**config.mk**
```make
export PLATFORM = sky130hd
export DESIGN_NAME = first_fit_region_allocator
export DESIGN_NICKNAME = d
export VERILOG_FILES = /design/src/hdl/ffra_pkg.sv /design/src/hdl/ffra_ctrl.sv /design/src/hdl/ffra_datapath.sv /design/src/hdl/first_fit_region_allocator.sv
export SDC_FILE = /design/constraint.sdc
export NUM_CORES = 2
export LEC_CHECK = 0
export ABC_CLOCK_PERIOD_IN_PS = 11600
export BUFFER_PORTS_ARGS = -buffer_cell sky130_fd_sc_hd__buf_2
export CAP_MARGIN = 5
export CORE_MARGIN = 3
export CORE_UTILIZATION = 35
export CTS_CLUSTER_SIZE = 28
export DETAILED_ROUTE_END_ITERATION = 6
export PLACE_DENSITY = 0.5
export SLEW_MARGIN = 40
export SYNTH_ARGS = -nofsm -noshare
export SYNTH_HDL_FRONTEND = slang
export SYNTH_HIERARCHICAL = 1
export SYNTH_SLANG_ARGS = --single-unit
```
**constraint.sdc**
```tcl
create_clock -name clock -period 11.6 [get_ports clock]
set_input_delay 0.58 -clock clock [delete_from_list [all_inputs] [get_ports clock]]
set_output_delay 0.58 -clock clock [all_outputs]
set_load 0.01 [all_outputs]
```
**src/hdl/ffra_pkg.sv**
```systemverilog
// shared constants, codes and interface types of the first-fit region allocator
`default_nettype none
package ffra_pkg;
   localparam int MAX_BLOCKS = 32;
   localparam int IDX_W      = $clog2(MAX_BLOCKS);
   localparam int CNT_W      = IDX_W + 1;
   localparam int PAGE_BYTES = 4096;
   localparam int PAGE_SHIFT = $clog2(PAGE_BYTES);
   localparam int PAGE_W     = 16;
   localparam int PAGES_W    = 17;
   localparam int NEED_W     = 33 - PAGE_SHIFT;
   localparam int RBYTES_W   = 29;
   localparam logic [31:0]      BASE_RESET   = 32'h1000_0000;
   localparam logic [PAGES_W-1:0] REGION_MAX = 17'd65536;

   localparam logic [1:0] OP_ALLOC  = 2'd0;
   localparam logic [1:0] OP_FREE   = 2'd1;
   localparam logic [1:0] OP_QUERY  = 2'd2;
   localparam logic [1:0] OP_REINIT = 2'd3;

   localparam logic [2:0] ST_OK      = 3'd0;
   localparam logic [2:0] ST_ZERO    = 3'd1;
   localparam logic [2:0] ST_NOMEM   = 3'd2;
   localparam logic [2:0] ST_INVALID = 3'd3;
   localparam logic [2:0] ST_FULL    = 3'd4;

   localparam logic [7:0] CSR_BASE   = 8'd0;
   localparam logic [7:0] CSR_REGION = 8'd1;

   localparam logic [3:0] CMD_NONE      = 4'd0;
   localparam logic [3:0] CMD_LOAD      = 4'd1;
   localparam logic [3:0] CMD_STEP      = 4'd2;
   localparam logic [3:0] CMD_ALLOC     = 4'd3;
   localparam logic [3:0] CMD_QUERY     = 4'd4;
   localparam logic [3:0] CMD_SAVE_FREE = 4'd5;
   localparam logic [3:0] CMD_SAVE_NEXT = 4'd6;
   localparam logic [3:0] CMD_MERGE     = 4'd7;
   localparam logic [3:0] CMD_REINIT    = 4'd8;
   localparam logic [3:0] CMD_RESULT    = 4'd9;

   typedef struct packed {
      logic [3:0]       code;
      logic [CNT_W-1:0] idx;
      logic [2:0]       status;
   } cmd_type;

   typedef struct packed {
      logic [1:0] op;
      logic       req_zero;
      logic       tgt_null;
      logic       match;
      logic       at_end;
      logic       split_needed;
      logic       table_full;
      logic       rsp_busy;
   } stat_type;
endpackage
`default_nettype wire

```
**src/hdl/ffra_ctrl.sv**
```systemverilog
// controller state machine sequencing scan, split and merge steps
`default_nettype none
module ffra_ctrl (
   input  wire logic              clock,
   input  wire logic              reset,
   input  wire logic              req_tvalid,
   output logic                   req_tready,
   input  wire ffra_pkg::stat_type stat,
   output ffra_pkg::cmd_type      cmd
);
   import ffra_pkg::*;

   localparam logic [2:0] S_IDLE   = 3'd0;
   localparam logic [2:0] S_DECODE = 3'd1;
   localparam logic [2:0] S_SCAN   = 3'd2;
   localparam logic [2:0] S_FNEXT  = 3'd3;
   localparam logic [2:0] S_FMERGE = 3'd4;
   localparam logic [2:0] S_FIN    = 3'd5;

   logic [2:0]       state_ff, state_in;
   logic [CNT_W-1:0] idx_ff, idx_in;
   logic [2:0]       code_ff, code_in;

   assign req_tready = (state_ff == S_IDLE);

   always_comb begin
      state_in = state_ff;
      idx_in   = idx_ff;
      code_in  = code_ff;
      cmd      = '{code: CMD_NONE, idx: idx_ff, status: code_ff};
      unique case (state_ff)
         S_IDLE: begin
            if (req_tvalid) begin
               cmd.code = CMD_LOAD;
               state_in = S_DECODE;
            end
         end
         S_DECODE: begin
            idx_in  = '0;
            code_in = ST_OK;
            priority if (stat.op == OP_REINIT) begin
               cmd.code = CMD_REINIT;
               state_in = S_FIN;
            end else if (stat.op == OP_ALLOC && stat.req_zero) begin
               code_in  = ST_ZERO;
               state_in = S_FIN;
            end else if (stat.op != OP_ALLOC && stat.tgt_null) begin
               code_in  = ST_INVALID;
               state_in = S_FIN;
            end else begin
               state_in = S_SCAN;
            end
         end
         S_SCAN: begin
            priority if (stat.at_end) begin
               code_in  = (stat.op == OP_ALLOC) ? ST_NOMEM : ST_INVALID;
               state_in = S_FIN;
            end else if (stat.match) begin
               priority if (stat.op == OP_ALLOC) begin
                  if (stat.split_needed && stat.table_full) begin
                     code_in = ST_FULL;
                  end else begin
                     cmd.code = CMD_ALLOC;
                  end
                  state_in = S_FIN;
               end else if (stat.op == OP_QUERY) begin
                  cmd.code = CMD_QUERY;
                  state_in = S_FIN;
               end else begin
                  cmd.code = CMD_SAVE_FREE;
                  idx_in   = idx_ff + 1'b1;
                  state_in = S_FNEXT;
               end
            end else begin
               cmd.code = CMD_STEP;
               idx_in   = idx_ff + 1'b1;
            end
         end
         S_FNEXT: begin
            cmd.code = CMD_SAVE_NEXT;
            state_in = S_FMERGE;
         end
         S_FMERGE: begin
            cmd.code = CMD_MERGE;
            state_in = S_FIN;
         end
         S_FIN: begin
            if (!stat.rsp_busy) begin
               cmd.code = CMD_RESULT;
               state_in = S_IDLE;
            end
         end
         default: state_in = S_IDLE;
      endcase
   end

   always_ff @(posedge clock) begin
      if (reset) begin
         state_ff <= S_IDLE;
         idx_ff   <= '0;
         code_ff  <= ST_OK;
      end else begin
         state_ff <= state_in;
         idx_ff   <= idx_in;
         code_ff  <= code_in;
      end
   end

   a_fin_only_idle: assert property (@(posedge clock) disable iff (reset)
      cmd.code == CMD_RESULT |=> state_ff == S_IDLE)
      else $error("result beat not followed by idle");
   a_load_accept: assert property (@(posedge clock) disable iff (reset)
      cmd.code == CMD_LOAD |-> req_tvalid && req_tready)
      else $error("load without accepted beat");
   a_idx_bound: assert property (@(posedge clock) disable iff (reset)
      idx_ff <= CNT_W'(MAX_BLOCKS))
      else $error("scan index past table");
endmodule
`default_nettype wire

```
**src/hdl/ffra_datapath.sv**
```systemverilog
// block table, request latch, match logic, totals and response register
`default_nettype none
module ffra_datapath (
   input  wire logic               clock,
   input  wire logic               reset,
   input  wire ffra_pkg::cmd_type  cmd,
   output ffra_pkg::stat_type      stat,
   input  wire logic [1:0]         req_opcode,
   input  wire logic [31:0]        req_bytes,
   input  wire logic [31:0]        req_target,
   input  wire logic               csr_write,
   input  wire logic [7:0]         csr_index,
   input  wire logic [31:0]        csr_data,
   input  wire logic               rsp_tready,
   output logic                    rsp_tvalid,
   output logic [2:0]              rsp_status,
   output logic [31:0]             rsp_address,
   output logic [ffra_pkg::RBYTES_W-1:0] rsp_bytes,
   output logic [31:0]             rsp_alloc_total,
   output logic [31:0]             rsp_freed_total
);
   import ffra_pkg::*;

   logic [PAGE_W-1:0]  start_ff [MAX_BLOCKS];
   logic [PAGE_W-1:0]  start_in [MAX_BLOCKS];
   logic [PAGES_W-1:0] pages_ff [MAX_BLOCKS];
   logic [PAGES_W-1:0] pages_in [MAX_BLOCKS];
   logic [MAX_BLOCKS-1:0] free_ff, free_in;
   logic [CNT_W-1:0]   count_ff, count_in;
   logic [31:0]        base_ff, alloc_tot_ff, alloc_tot_in, freed_tot_ff, freed_tot_in;
   logic [PAGES_W-1:0] region_ff;
   logic [1:0]         op_ff;
   logic [NEED_W-1:0]  need_ff;
   logic [31:0]        tgt_ff;
   logic               zero_ff;
   logic [31:0]        raddr_ff, raddr_in;
   logic [RBYTES_W-1:0] rbytes_ff, rbytes_in;
   logic [IDX_W-1:0]   found_ff;
   logic [PAGES_W-1:0] found_pages_ff, prev_pages_ff, next_pages_ff;
   logic               prev_free_ff, next_free_ff;
   logic               rsp_valid_ff;
   logic [2:0]         rsp_status_ff;
   logic [31:0]        rsp_addr_ff, rsp_atot_ff, rsp_ftot_ff;
   logic [RBYTES_W-1:0] rsp_bytes_ff;

   logic [IDX_W-1:0]   ridx;
   logic [PAGE_W-1:0]  cur_start;
   logic [PAGES_W-1:0] cur_pages;
   logic               cur_free;
   logic [31:0]        cur_addr, need_bytes;
   logic [PAGES_W-1:0] eff_region, merged_pages;
   logic [IDX_W-1:0]   merge_t;
   logic [1:0]         merge_r;
   logic [32:0]        need_sum;

   assign ridx       = cmd.idx[IDX_W-1:0];
   assign cur_start  = start_ff[ridx];
   assign cur_pages  = pages_ff[ridx];
   assign cur_free   = free_ff[ridx];
   assign cur_addr   = base_ff + (32'(cur_start) << PAGE_SHIFT);
   assign need_bytes = 32'(need_ff) << PAGE_SHIFT;
   assign need_sum   = {1'b0, req_bytes} + 33'(PAGE_BYTES - 1);

   always_comb begin
      priority if (region_ff == '0) eff_region = PAGES_W'(1);
      else if (region_ff > REGION_MAX) eff_region = REGION_MAX;
      else eff_region = region_ff;
   end

   always_comb begin
      stat.op           = op_ff;
      stat.req_zero     = zero_ff;
      stat.tgt_null     = (tgt_ff == '0);
      stat.at_end       = (cmd.idx >= count_ff);
      stat.split_needed = (NEED_W'(cur_pages) > need_ff);
      stat.table_full   = (count_ff >= CNT_W'(MAX_BLOCKS));
      stat.rsp_busy     = rsp_valid_ff && !rsp_tready;
      unique case (op_ff)
         OP_ALLOC: stat.match = cur_free && (NEED_W'(cur_pages) >= need_ff);
         OP_FREE:  stat.match = !cur_free && (cur_addr == tgt_ff);
         default:  stat.match = (cur_addr == tgt_ff);
      endcase
   end

   // merge of the freed block with free neighbors
   assign merge_t      = prev_free_ff ? found_ff - 1'b1 : found_ff;
   assign merge_r      = {1'b0, prev_free_ff} + {1'b0, next_free_ff};
   assign merged_pages = found_pages_ff + (prev_free_ff ? prev_pages_ff : '0)
                         + (next_free_ff ? next_pages_ff : '0);

   always_comb begin
      start_in     = start_ff;
      pages_in     = pages_ff;
      free_in      = free_ff;
      count_in     = count_ff;
      alloc_tot_in = alloc_tot_ff;
      freed_tot_in = freed_tot_ff;
      raddr_in     = raddr_ff;
      rbytes_in    = rbytes_ff;
      unique case (cmd.code)
         CMD_LOAD: begin
            raddr_in  = '0;
            rbytes_in = '0;
         end
         CMD_ALLOC: begin
            if (stat.split_needed) begin
               for (int k = 0; k < MAX_BLOCKS; k++) begin
                  if (k > int'(ridx) + 1) begin
                     start_in[k] = start_ff[k-1];
                     pages_in[k] = pages_ff[k-1];
                     free_in[k]  = free_ff[k-1];
                  end
               end
               start_in[ridx+1'b1] = cur_start + PAGE_W'(need_ff);
               pages_in[ridx+1'b1] = cur_pages - PAGES_W'(need_ff);
               free_in[ridx+1'b1]  = 1'b1;
               pages_in[ridx]      = PAGES_W'(need_ff);
               count_in            = count_ff + 1'b1;
            end
            free_in[ridx] = 1'b0;
            raddr_in      = cur_addr;
            rbytes_in     = need_bytes[RBYTES_W-1:0];
            alloc_tot_in  = alloc_tot_ff + need_bytes;
         end
         CMD_QUERY: rbytes_in = RBYTES_W'(32'(cur_pages) << PAGE_SHIFT);
         CMD_SAVE_FREE: begin
            rbytes_in    = RBYTES_W'(32'(cur_pages) << PAGE_SHIFT);
            freed_tot_in = freed_tot_ff + (32'(cur_pages) << PAGE_SHIFT);
         end
         CMD_MERGE: begin
            for (int k = 0; k < MAX_BLOCKS; k++) begin
               if (k > int'(merge_t)) begin
                  if (merge_r == 2'd1 && k + 1 < MAX_BLOCKS) begin
                     start_in[k] = start_ff[k+1];
                     pages_in[k] = pages_ff[k+1];
                     free_in[k]  = free_ff[k+1];
                  end else if (merge_r == 2'd2 && k + 2 < MAX_BLOCKS) begin
                     start_in[k] = start_ff[k+2];
                     pages_in[k] = pages_ff[k+2];
                     free_in[k]  = free_ff[k+2];
                  end
               end
            end
            pages_in[merge_t] = merged_pages;
            free_in[merge_t]  = 1'b1;
            count_in          = count_ff - CNT_W'(merge_r);
         end
         CMD_REINIT: begin
            start_in[0] = '0;
            pages_in[0] = eff_region;
            free_in[0]  = 1'b1;
            count_in    = CNT_W'(1);
         end
         default: ;
      endcase
   end

   always_ff @(posedge clock) begin
      raddr_ff  <= raddr_in;
      rbytes_ff <= rbytes_in;
      if (cmd.code == CMD_LOAD) begin
         op_ff   <= req_opcode;
         need_ff <= need_sum[32:PAGE_SHIFT];
         zero_ff <= (req_bytes == '0);
         tgt_ff  <= req_target;
      end
      if (cmd.code == CMD_STEP) begin
         prev_pages_ff <= cur_pages;
      end
      if (cmd.code == CMD_SAVE_FREE) begin
         found_ff       <= ridx;
         found_pages_ff <= cur_pages;
      end
      if (cmd.code == CMD_SAVE_NEXT) begin
         next_free_ff  <= !stat.at_end && cur_free;
         next_pages_ff <= cur_pages;
      end
      if (cmd.code == CMD_RESULT) begin
         rsp_status_ff <= cmd.status;
         rsp_addr_ff   <= raddr_ff;
         rsp_bytes_ff  <= rbytes_ff;
         rsp_atot_ff   <= alloc_tot_ff;
         rsp_ftot_ff   <= freed_tot_ff;
      end
      if (reset) begin
         start_ff[0]   <= '0;
         pages_ff[0]   <= REGION_MAX;
         free_ff       <= MAX_BLOCKS'(1);
         count_ff      <= CNT_W'(1);
         alloc_tot_ff  <= '0;
         freed_tot_ff  <= '0;
         base_ff       <= BASE_RESET;
         region_ff     <= REGION_MAX;
         rsp_valid_ff  <= 1'b0;
         prev_free_ff  <= 1'b0;
      end else begin
         start_ff     <= start_in;
         pages_ff     <= pages_in;
         free_ff      <= free_in;
         count_ff     <= count_in;
         alloc_tot_ff <= alloc_tot_in;
         freed_tot_ff <= freed_tot_in;
         if (csr_write && csr_index == CSR_BASE) base_ff <= csr_data;
         if (csr_write && csr_index == CSR_REGION) region_ff <= csr_data[PAGES_W-1:0];
         if (cmd.code == CMD_LOAD) prev_free_ff <= 1'b0;
         else if (cmd.code == CMD_STEP) prev_free_ff <= cur_free;
         if (cmd.code == CMD_RESULT) rsp_valid_ff <= 1'b1;
         else if (rsp_tready) rsp_valid_ff <= 1'b0;
      end
   end

   assign rsp_tvalid      = rsp_valid_ff;
   assign rsp_status      = rsp_status_ff;
   assign rsp_address     = rsp_addr_ff;
   assign rsp_bytes       = rsp_bytes_ff;
   assign rsp_alloc_total = rsp_atot_ff;
   assign rsp_freed_total = rsp_ftot_ff;

   a_count_range: assert property (@(posedge clock) disable iff (reset)
      count_ff != '0 && count_ff <= CNT_W'(MAX_BLOCKS))
      else $error("block count out of range");
   a_first_start: assert property (@(posedge clock) disable iff (reset)
      start_ff[0] == '0)
      else $error("first block does not start the region");
   a_split_grows: assert property (@(posedge clock) disable iff (reset)
      cmd.code == CMD_ALLOC && stat.split_needed |=> count_ff == $past(count_ff) + 1'b1)
      else $error("split did not add an entry");
   a_result_slot: assert property (@(posedge clock) disable iff (reset)
      cmd.code == CMD_RESULT |-> !rsp_valid_ff || rsp_tready)
      else $error("response overwritten before taken");
endmodule
`default_nettype wire

```
**src/hdl/first_fit_region_allocator.sv**
```systemverilog
// top level of the first-fit region allocator with coalescing
//
// channel  direction  handshake           payload
// req      in         req_tvalid/tready   tuser opcode, tdata request and target
// rsp      out        rsp_tvalid/tready   tuser status, tdata address, bytes, totals
// csr      in         csr_valid/ready     csr_index, csr_data (always ready)
//
// one command at a time: the request is latched and then decoded, the first-fit
// scan checks one table entry per cycle up to the match, a free adds neighbor
// save and merge steps, and the finish step loads the response register
// reset clears the table to one free block covering the region
// a stalled response holds the finish step; a new beat is taken once done
`default_nettype none
module first_fit_region_allocator (
   input  wire logic         clock,
   input  wire logic         reset,
   input  wire logic         req_tvalid,
   output logic              req_tready,
   input  wire logic [63:0]  req_tdata,   // request_bytes, target_address
   input  wire logic [1:0]   req_tuser,   // opcode
   output logic              rsp_tvalid,
   input  wire logic         rsp_tready,
   output logic [127:0]      rsp_tdata,   // result_address, result_bytes,
                                          // allocated_total, freed_total, zero pad
   output logic [2:0]        rsp_tuser,   // status
   input  wire logic         csr_valid,
   output logic              csr_ready,
   input  wire logic [7:0]   csr_index,
   input  wire logic [31:0]  csr_data
);
   import ffra_pkg::*;

   cmd_type  cmd;
   stat_type stat;
   logic [31:0]         rsp_address, rsp_alloc_total, rsp_freed_total;
   logic [RBYTES_W-1:0] rsp_bytes;

   // config writes are always taken
   assign csr_ready = 1'b1;

   ffra_ctrl u_ctrl (
      .clock      (clock),
      .reset      (reset),
      .req_tvalid (req_tvalid),
      .req_tready (req_tready),
      .stat       (stat),
      .cmd        (cmd)
   );

   ffra_datapath u_dp (
      .clock           (clock),
      .reset           (reset),
      .cmd             (cmd),
      .stat            (stat),
      .req_opcode      (req_tuser),
      .req_bytes       (req_tdata[31:0]),
      .req_target      (req_tdata[63:32]),
      .csr_write       (csr_valid),
      .csr_index       (csr_index),
      .csr_data        (csr_data),
      .rsp_tready      (rsp_tready),
      .rsp_tvalid      (rsp_tvalid),
      .rsp_status      (rsp_tuser),
      .rsp_address     (rsp_address),
      .rsp_bytes       (rsp_bytes),
      .rsp_alloc_total (rsp_alloc_total),
      .rsp_freed_total (rsp_freed_total)
   );

   // pack the response beat, lowest field first
   assign rsp_tdata = {3'b000, rsp_freed_total, rsp_alloc_total, rsp_bytes, rsp_address};
endmodule
`default_nettype wire

```
; Word-level counts from Yosys, hierarchy flattened
; Index checks and enable logic that the tools add are counted.
[totals]
mem_bits_ro = 0
mem_bits_rw = 0
output_inout_bits = 134
n_memories = 0
ff_bits = 1523
wordCells = 1023
latchBits = 0
inputBits = 111
[classes]
mux = 696
n_shift = 0
n_bitwise = 8
n_mul = 0
div = 0
n_reduce_logical = 71
order_cmp = 79
addsub = 15
n_eq_ne = 62
[ops]
columns = op, n
row1 = 17-bit 2-to-1 mux, 224
row2 = 16-bit 2-to-1 mux, 188
row3 = 544-bit bitwise mux, 3
row4 = 527-bit case mux with 2 select lines, 1
row5 = 480-bit case mux with 2 select lines, 1
row6 = 544-bit 2-to-1 mux, 1
row7 = 512-bit bitwise mux, 1
row8 = "6-bit by 32-bit greater-than comparator with 1-bit output, first input constant", 16
row9 = 512-bit 2-to-1 mux, 1
row10 = "5-bit by 32-bit greater-than comparator with 1-bit output, first input constant", 8
row11 = 17-bit demux with 5-bit select, 3
row12 = 1-bit 2-to-1 mux, 224
row13 = 5-bit AND reduction, 30
row14 = "4-bit by 32-bit greater-than comparator with 1-bit output, first input constant", 4
row15 = 29-bit case mux with 3 select lines, 1
row16 = 17-bit binary-select mux with 5-bit select, 1
row17 = 16-bit binary-select mux with 5-bit select, 1
row18 = 16-bit demux with 5-bit select, 1
row19 = "5-bit greater-than comparator, first input constant", 15
row20 = "3-bit by 32-bit greater-than comparator with 1-bit output, first input constant", 2
row21 = 32-bit zero test, 2
row22 = 32-bit 2-to-1 mux, 2
row23 = 32-bit OR, 2
row24 = 32-bit case mux with 2 select lines, 1
row25 = other kinds (76), 198

; Logic depth before layout (Yosys ltp)
[logic_depth]
depth_word = 18
depth_mapped = 39
depth_no_buf = 31

; By module
; The synthesis kept the hierarchy.
[by_module_without_submodules]
columns = mod, seq_area_each_um2, area_each_um2, cells_per_inst, instances
row1 = ffra_datapath, 41589.9, 99533.0, 9827, 1
row2 = ffra_ctrl, 240.2, 949.7, 120, 1
row3 = first_fit_region_allocator, 0.0, 37.5, 6, 1

; Worst setup path before layout
; Ideal clock, no wire load.
[synth_timing]
path_kind = reg2reg
start = register u_ctrl.idx_ff[0]
end = register u_dp.rsp_addr_ff[0], in the netlist u_dp/rsp_address[0] (enable)
required_ns = 11.055
path_slack_ns = 1.347
path_stages_with_launch = 26
path_buffers = 6
synth_period_minus_slack_ns = 10.253
arrival_time_ns = 9.708
setup_ns = 0.545
cell_sequence = dfxtp_1 > buf_6 > buf_4 > buf_4 > buf_4 > buf_4 > buf_2 > mux4_2 > a22oi_1 > o211ai_1 > ha_1 > fa_1 > a21o_1 > a21oi_1 > xnor3_1 > a2111oi_0 > o2111ai_1 > nor4bb_1 > o2111ai_1 > nor4_2 > a31o_1 > nor2b_1 > o211ai_1 > o21ai_0 > nand2_1 > nor2_1
[synth_lines]
columns = element, line_no
row1 = from (decl), ffra_ctrl.sv:21  ; logic [CNT_W-1:0] idx_ff, idx_in;
row2 = from (signal assigned), ffra_ctrl.sv:104  ; idx_ff <= idx_in;
row3 = to (signal assigned), ffra_datapath.sv:180  ; rsp_addr_ff <= raddr_ff;
row4 = to (decl), ffra_datapath.sv:43  ; logic [31:0] rsp_addr_ff, rsp_atot_ff, rsp_ftot_ff;

==> flow_summary_export.csv <==
group,metric,value,unit
power,p_comb_share,44.9,%
detailed_routing,avgViaCountPerCell,7.27,
layout,final_nets,9983,
cts,cts_post_setup_buffers_inserted,0,
sta,finalHoldViolCount,0,
layout,fin_util,40.0,%
power,p_leak,38.9,nW
synthesis,yosysMostFrequentCell,"edfxtp_1",
grt,antenna_found_initial,18,
cts,holdBufCountCts,74,
cts,cts.sinks,1451,
grt,grt_max_degree,189,
setup_path,critPathCapture,"u_dp/start_ff[15]",
synthesis,syn_inst,9953,
die,initial_core_util,35.2,%
sta,layout_min_cycle_time,9.84,ns
power,peakVddDrop,0.268,mV
synthesis,synth_edf_count,1277,
setup_path,reg2reg_from,"u_ctrl/idx_ff[0]",
sta,finalSetupViolations,0,
power,power_density,215,nW/µm²
synthesis,netlist_area,101000,µm²
cts,ctsResizeCount,0,
die,die_height,542,µm
setup_path,critPathMaxFanout,47,
synthesis,postSynth.asyncResetShare,0,%
cts,cts_root_buf,"clkbuf_16",
cts,clk_path_buf_depth,4,
place,portBuffers,204,
setup_path,critPathMaxStageDelay,0.77,ns
power,p_seq_share,30.3,%
layout,drive_above_1_share,15.8,%
cts,insertion_delay,0.91,ns
sta,max_slew_margin,27.0,%
die,die_w,542,µm
power,sw_frac_of_total,46.4,%
synthesis,synth_top_area_share,38.1,%
sta,slew_viol_final,0,
cts,cts_tree,"built",
synthesis,postSynthAreaPerCell,10.1,µm²
grt,grt-ovfl-total,0,
synthesis,yosysWarningCount,6,
detailed_routing,wl_per_cell,37.8,µm
die,io_pins,245,
cts,clkSlewWorstSetupHoldPaths,0.07,ns
outcome,status,"finished, violations left",
power,power_switching,11.4,mW
sta,skew,0.0904,ns
place,gp_congestion,0.985,
layout,area_growth,13.7,%
place,hpwl,362,mm
sta,max_freq,0.102,GHz
min_path,hold_path_class,"in -> reg",
layout,fin_area,114000,µm²
synthesis,yosys-top-cells-count,"edfxtp_1 (1277), clkbuf_1 (857), o21ai_0 (772)",
synthesis,synth_area_leaders,"edfxtp_1 (38%), mux4_2 (6.0%), mux2i_1 (5.8%), a22oi_1 (5.7%), o21ai_0 (3.8%)",
cts,cts_inserted_buffers,188,
setup_path,crit_arrival,10.33,ns
setup_path,end_kind,"flip-flop",
sta,rsz0062_at_grt,"no",
die,num_rows,196,
detailed_routing,ant_nets,0,
setup_path,r2r_end,"u_dp/start_ff[15]",
power,clock_power_share,24.8,%
sta,setup_tns,0,ns
setup_path,r2r_cells,27,
setup_path,critPathKind,"reg -> reg",
setup_path,crit_top_cell,"buf_4",
place,dpl_cell_area,107000,µm²
setup_path,startpoint,"u_ctrl/idx_ff[0]",
setup_path,start_kind,"flip-flop",
power,finalPower,24.5,mW
synthesis,synth_cell_types,116,
synthesis,synth_ff_type,"edfxtp_1",
detailed_routing,drc,40,
setup_path,critical-path-slowest-cell,"ha_1",
detailed_routing,drt-total-wl,516,mm
sta,tightest_slew,1.09,ns
power,p_int,13.1,mW
synthesis,synth_top_cell_by_area,"edfxtp_1",
grt,grt_pass1_wl,729,mm
sta,min_period_over_period,84.8,%
setup_path,r2r_setup_slack,1.76,ns
grt,grt_util_all_layers,33.5,%
synthesis,ys_ff_latch,1451,
synthesis,ys_seq_area_share,41.6,%
setup_path,cp.required,12.09,ns
detailed_routing,firstDrtPassIters,7,
grt,grt_pass1_vias,94600,
die,coreArea,285000,µm²
cts,cts_max_level,4,
detailed_routing,vias,99300,
flow_run,drv_cap,0,
die,die_area,294000,µm²
detailed_routing,drtIter0Drc,16700,
outcome,violations,"DRC",
==> sequential cells by signal, summed over array words and instances, names as in the netlist, 20 cells and up <==
signal	cells
u_dp/need_ff	21
u_dp/base_ff	32
u_dp/rsp_address	32
u_dp/rsp_alloc_total	20
u_dp/alloc_tot_ff	20
u_dp/freed_tot_ff	20
u_dp/tgt_ff	32
u_dp/start_ff	512
u_dp/rsp_freed_total	20
u_dp/free_ff	32
u_dp/raddr_ff	32
u_dp/pages_ff	544
==> critical path, delay by kind of cell (launching register included) <==
family / cells / cell delay, ns
simple gates: 10 / 2.82
buf+inv: 7 / 2.27
compound gates: 8 / 2.17
fa+ha+maj: 1 / 0.77
flops: 1 / 0.66
mux: 1 / 0.60
==> routing by layer <==
layer	global-route usage (%)	vias to the layer above	routed length, µm
li1	-	39700	-
met1	45.0	50200	201000
met2	48.8	7858	218000
met3	8.84	1495	63400
met4	18.8	12	33700
met5	0.395	-	213
==> worst min-delay path by stage <==
stage                       start                    to  slack (ns)  cells past startpoint
5_1_grt             req_tdata[16]       u_dp/need_ff[4]        0.03                      2
4_1_cts             req_tdata[22]      u_dp/need_ff[10]       0.001                      2
3_3_place_gp    u_dp/raddr_ff[25]  u_dp/rsp_address[25]        0.41                      0
3_5_place_dp   u_dp/rbytes_ff[13]    u_dp/rsp_bytes[13]        0.40                      0
6_report            req_tdata[16]       u_dp/need_ff[4]        0.04                      2
2_1_floorplan    u_dp/raddr_ff[0]   u_dp/rsp_address[0]        0.40                      0
==> power groups by stage <==
stage          logic, mW  clock network (mW)  registers, mW
3_5_place_dp        10.4                   0           7.50
6_report            11.0                6.08           7.44
2_1_floorplan       5.60                   0           7.22
3_3_place_gp        10.3                   0           7.50
4_1_cts             10.5                6.15           7.40
5_1_grt             11.1                6.33           7.48
==> cells by family (layout without fill, tap and decap cells) <==
group,Yosys count,count (layout),share of synthesized area (%)
and+or+nand+nor,1857,1857,8.52
xor gates and xnor gates,159,159,1.49
buffers and inverters,1281,1166,5.35
other,3,61,0.0112
adders and majority gates,142,142,1.94
DFF,1451,1451,41.6
AOI/OAI and AO/OA,4198,4198,29.1
muxes,862,862,11.9
==> final cells by class <==
| cell class | instances | area, µm² |
|---|---|---|
| diodes | 21 | 52.6 |
| flip-flops and latches | 1451 | 41800 |
| multi-input cells | 7258 | 55300 |
| clock buffers | 220 | 4910 |
| clock inverters | 114 | 1210 |
| inverters | 88 | 343 |
| well taps | 3762 | 4710 |
| repair buffers | 744 | 5980 |
| fillers | 28000 | 171000 |
==> through the flow <==
step	hold WS [ns]	instances	setup WS, ns
floorplan	0.400	9990	1.35
global placement	0.407	13200	1.75
detailed placement	0.405	13200	1.87
CTS	0.00122	13600	1.88
global route	0.0269	13600	1.40
finish	0.0398	13700	1.76
==> cell usage in the layout, fill, tap and decap left out, types with 46 or more instances in the layout <==
| cell | n |
|---|---|
| nand2_1 | 671 |
| buf_4 | 405 |
| a211oi_1 | 99 |
| xnor2_1 | 54 |
| buf_2 | 205 |
| nor3_1 | 82 |
| clkbuf_16 | 191 |
| o221ai_1 | 68 |
| nor2_4 | 46 |
| nand3_1 | 195 |
| mux4_2 | 268 |
| o211ai_1 | 48 |
| o22ai_1 | 535 |
| a221oi_1 | 332 |
| o21ai_0 | 765 |
| inv_1 | 79 |
| dfxtp_1 | 169 |
| dlygate4sd3_1 | 74 |
| a221o_1 | 219 |
| a22o_1 | 293 |
| a22oi_1 | 763 |
| a31oi_1 | 62 |
| nor2_1 | 432 |
| a21oi_1 | 561 |
| and2_1 | 74 |
| ha_1 | 116 |
| edfxtp_1 | 1277 |
| xor2_1 | 49 |
| mux2i_1 | 577 |
| a222oi_1 | 98 |
| and3_1 | 50 |
Power figures use the tool's default switching activity.
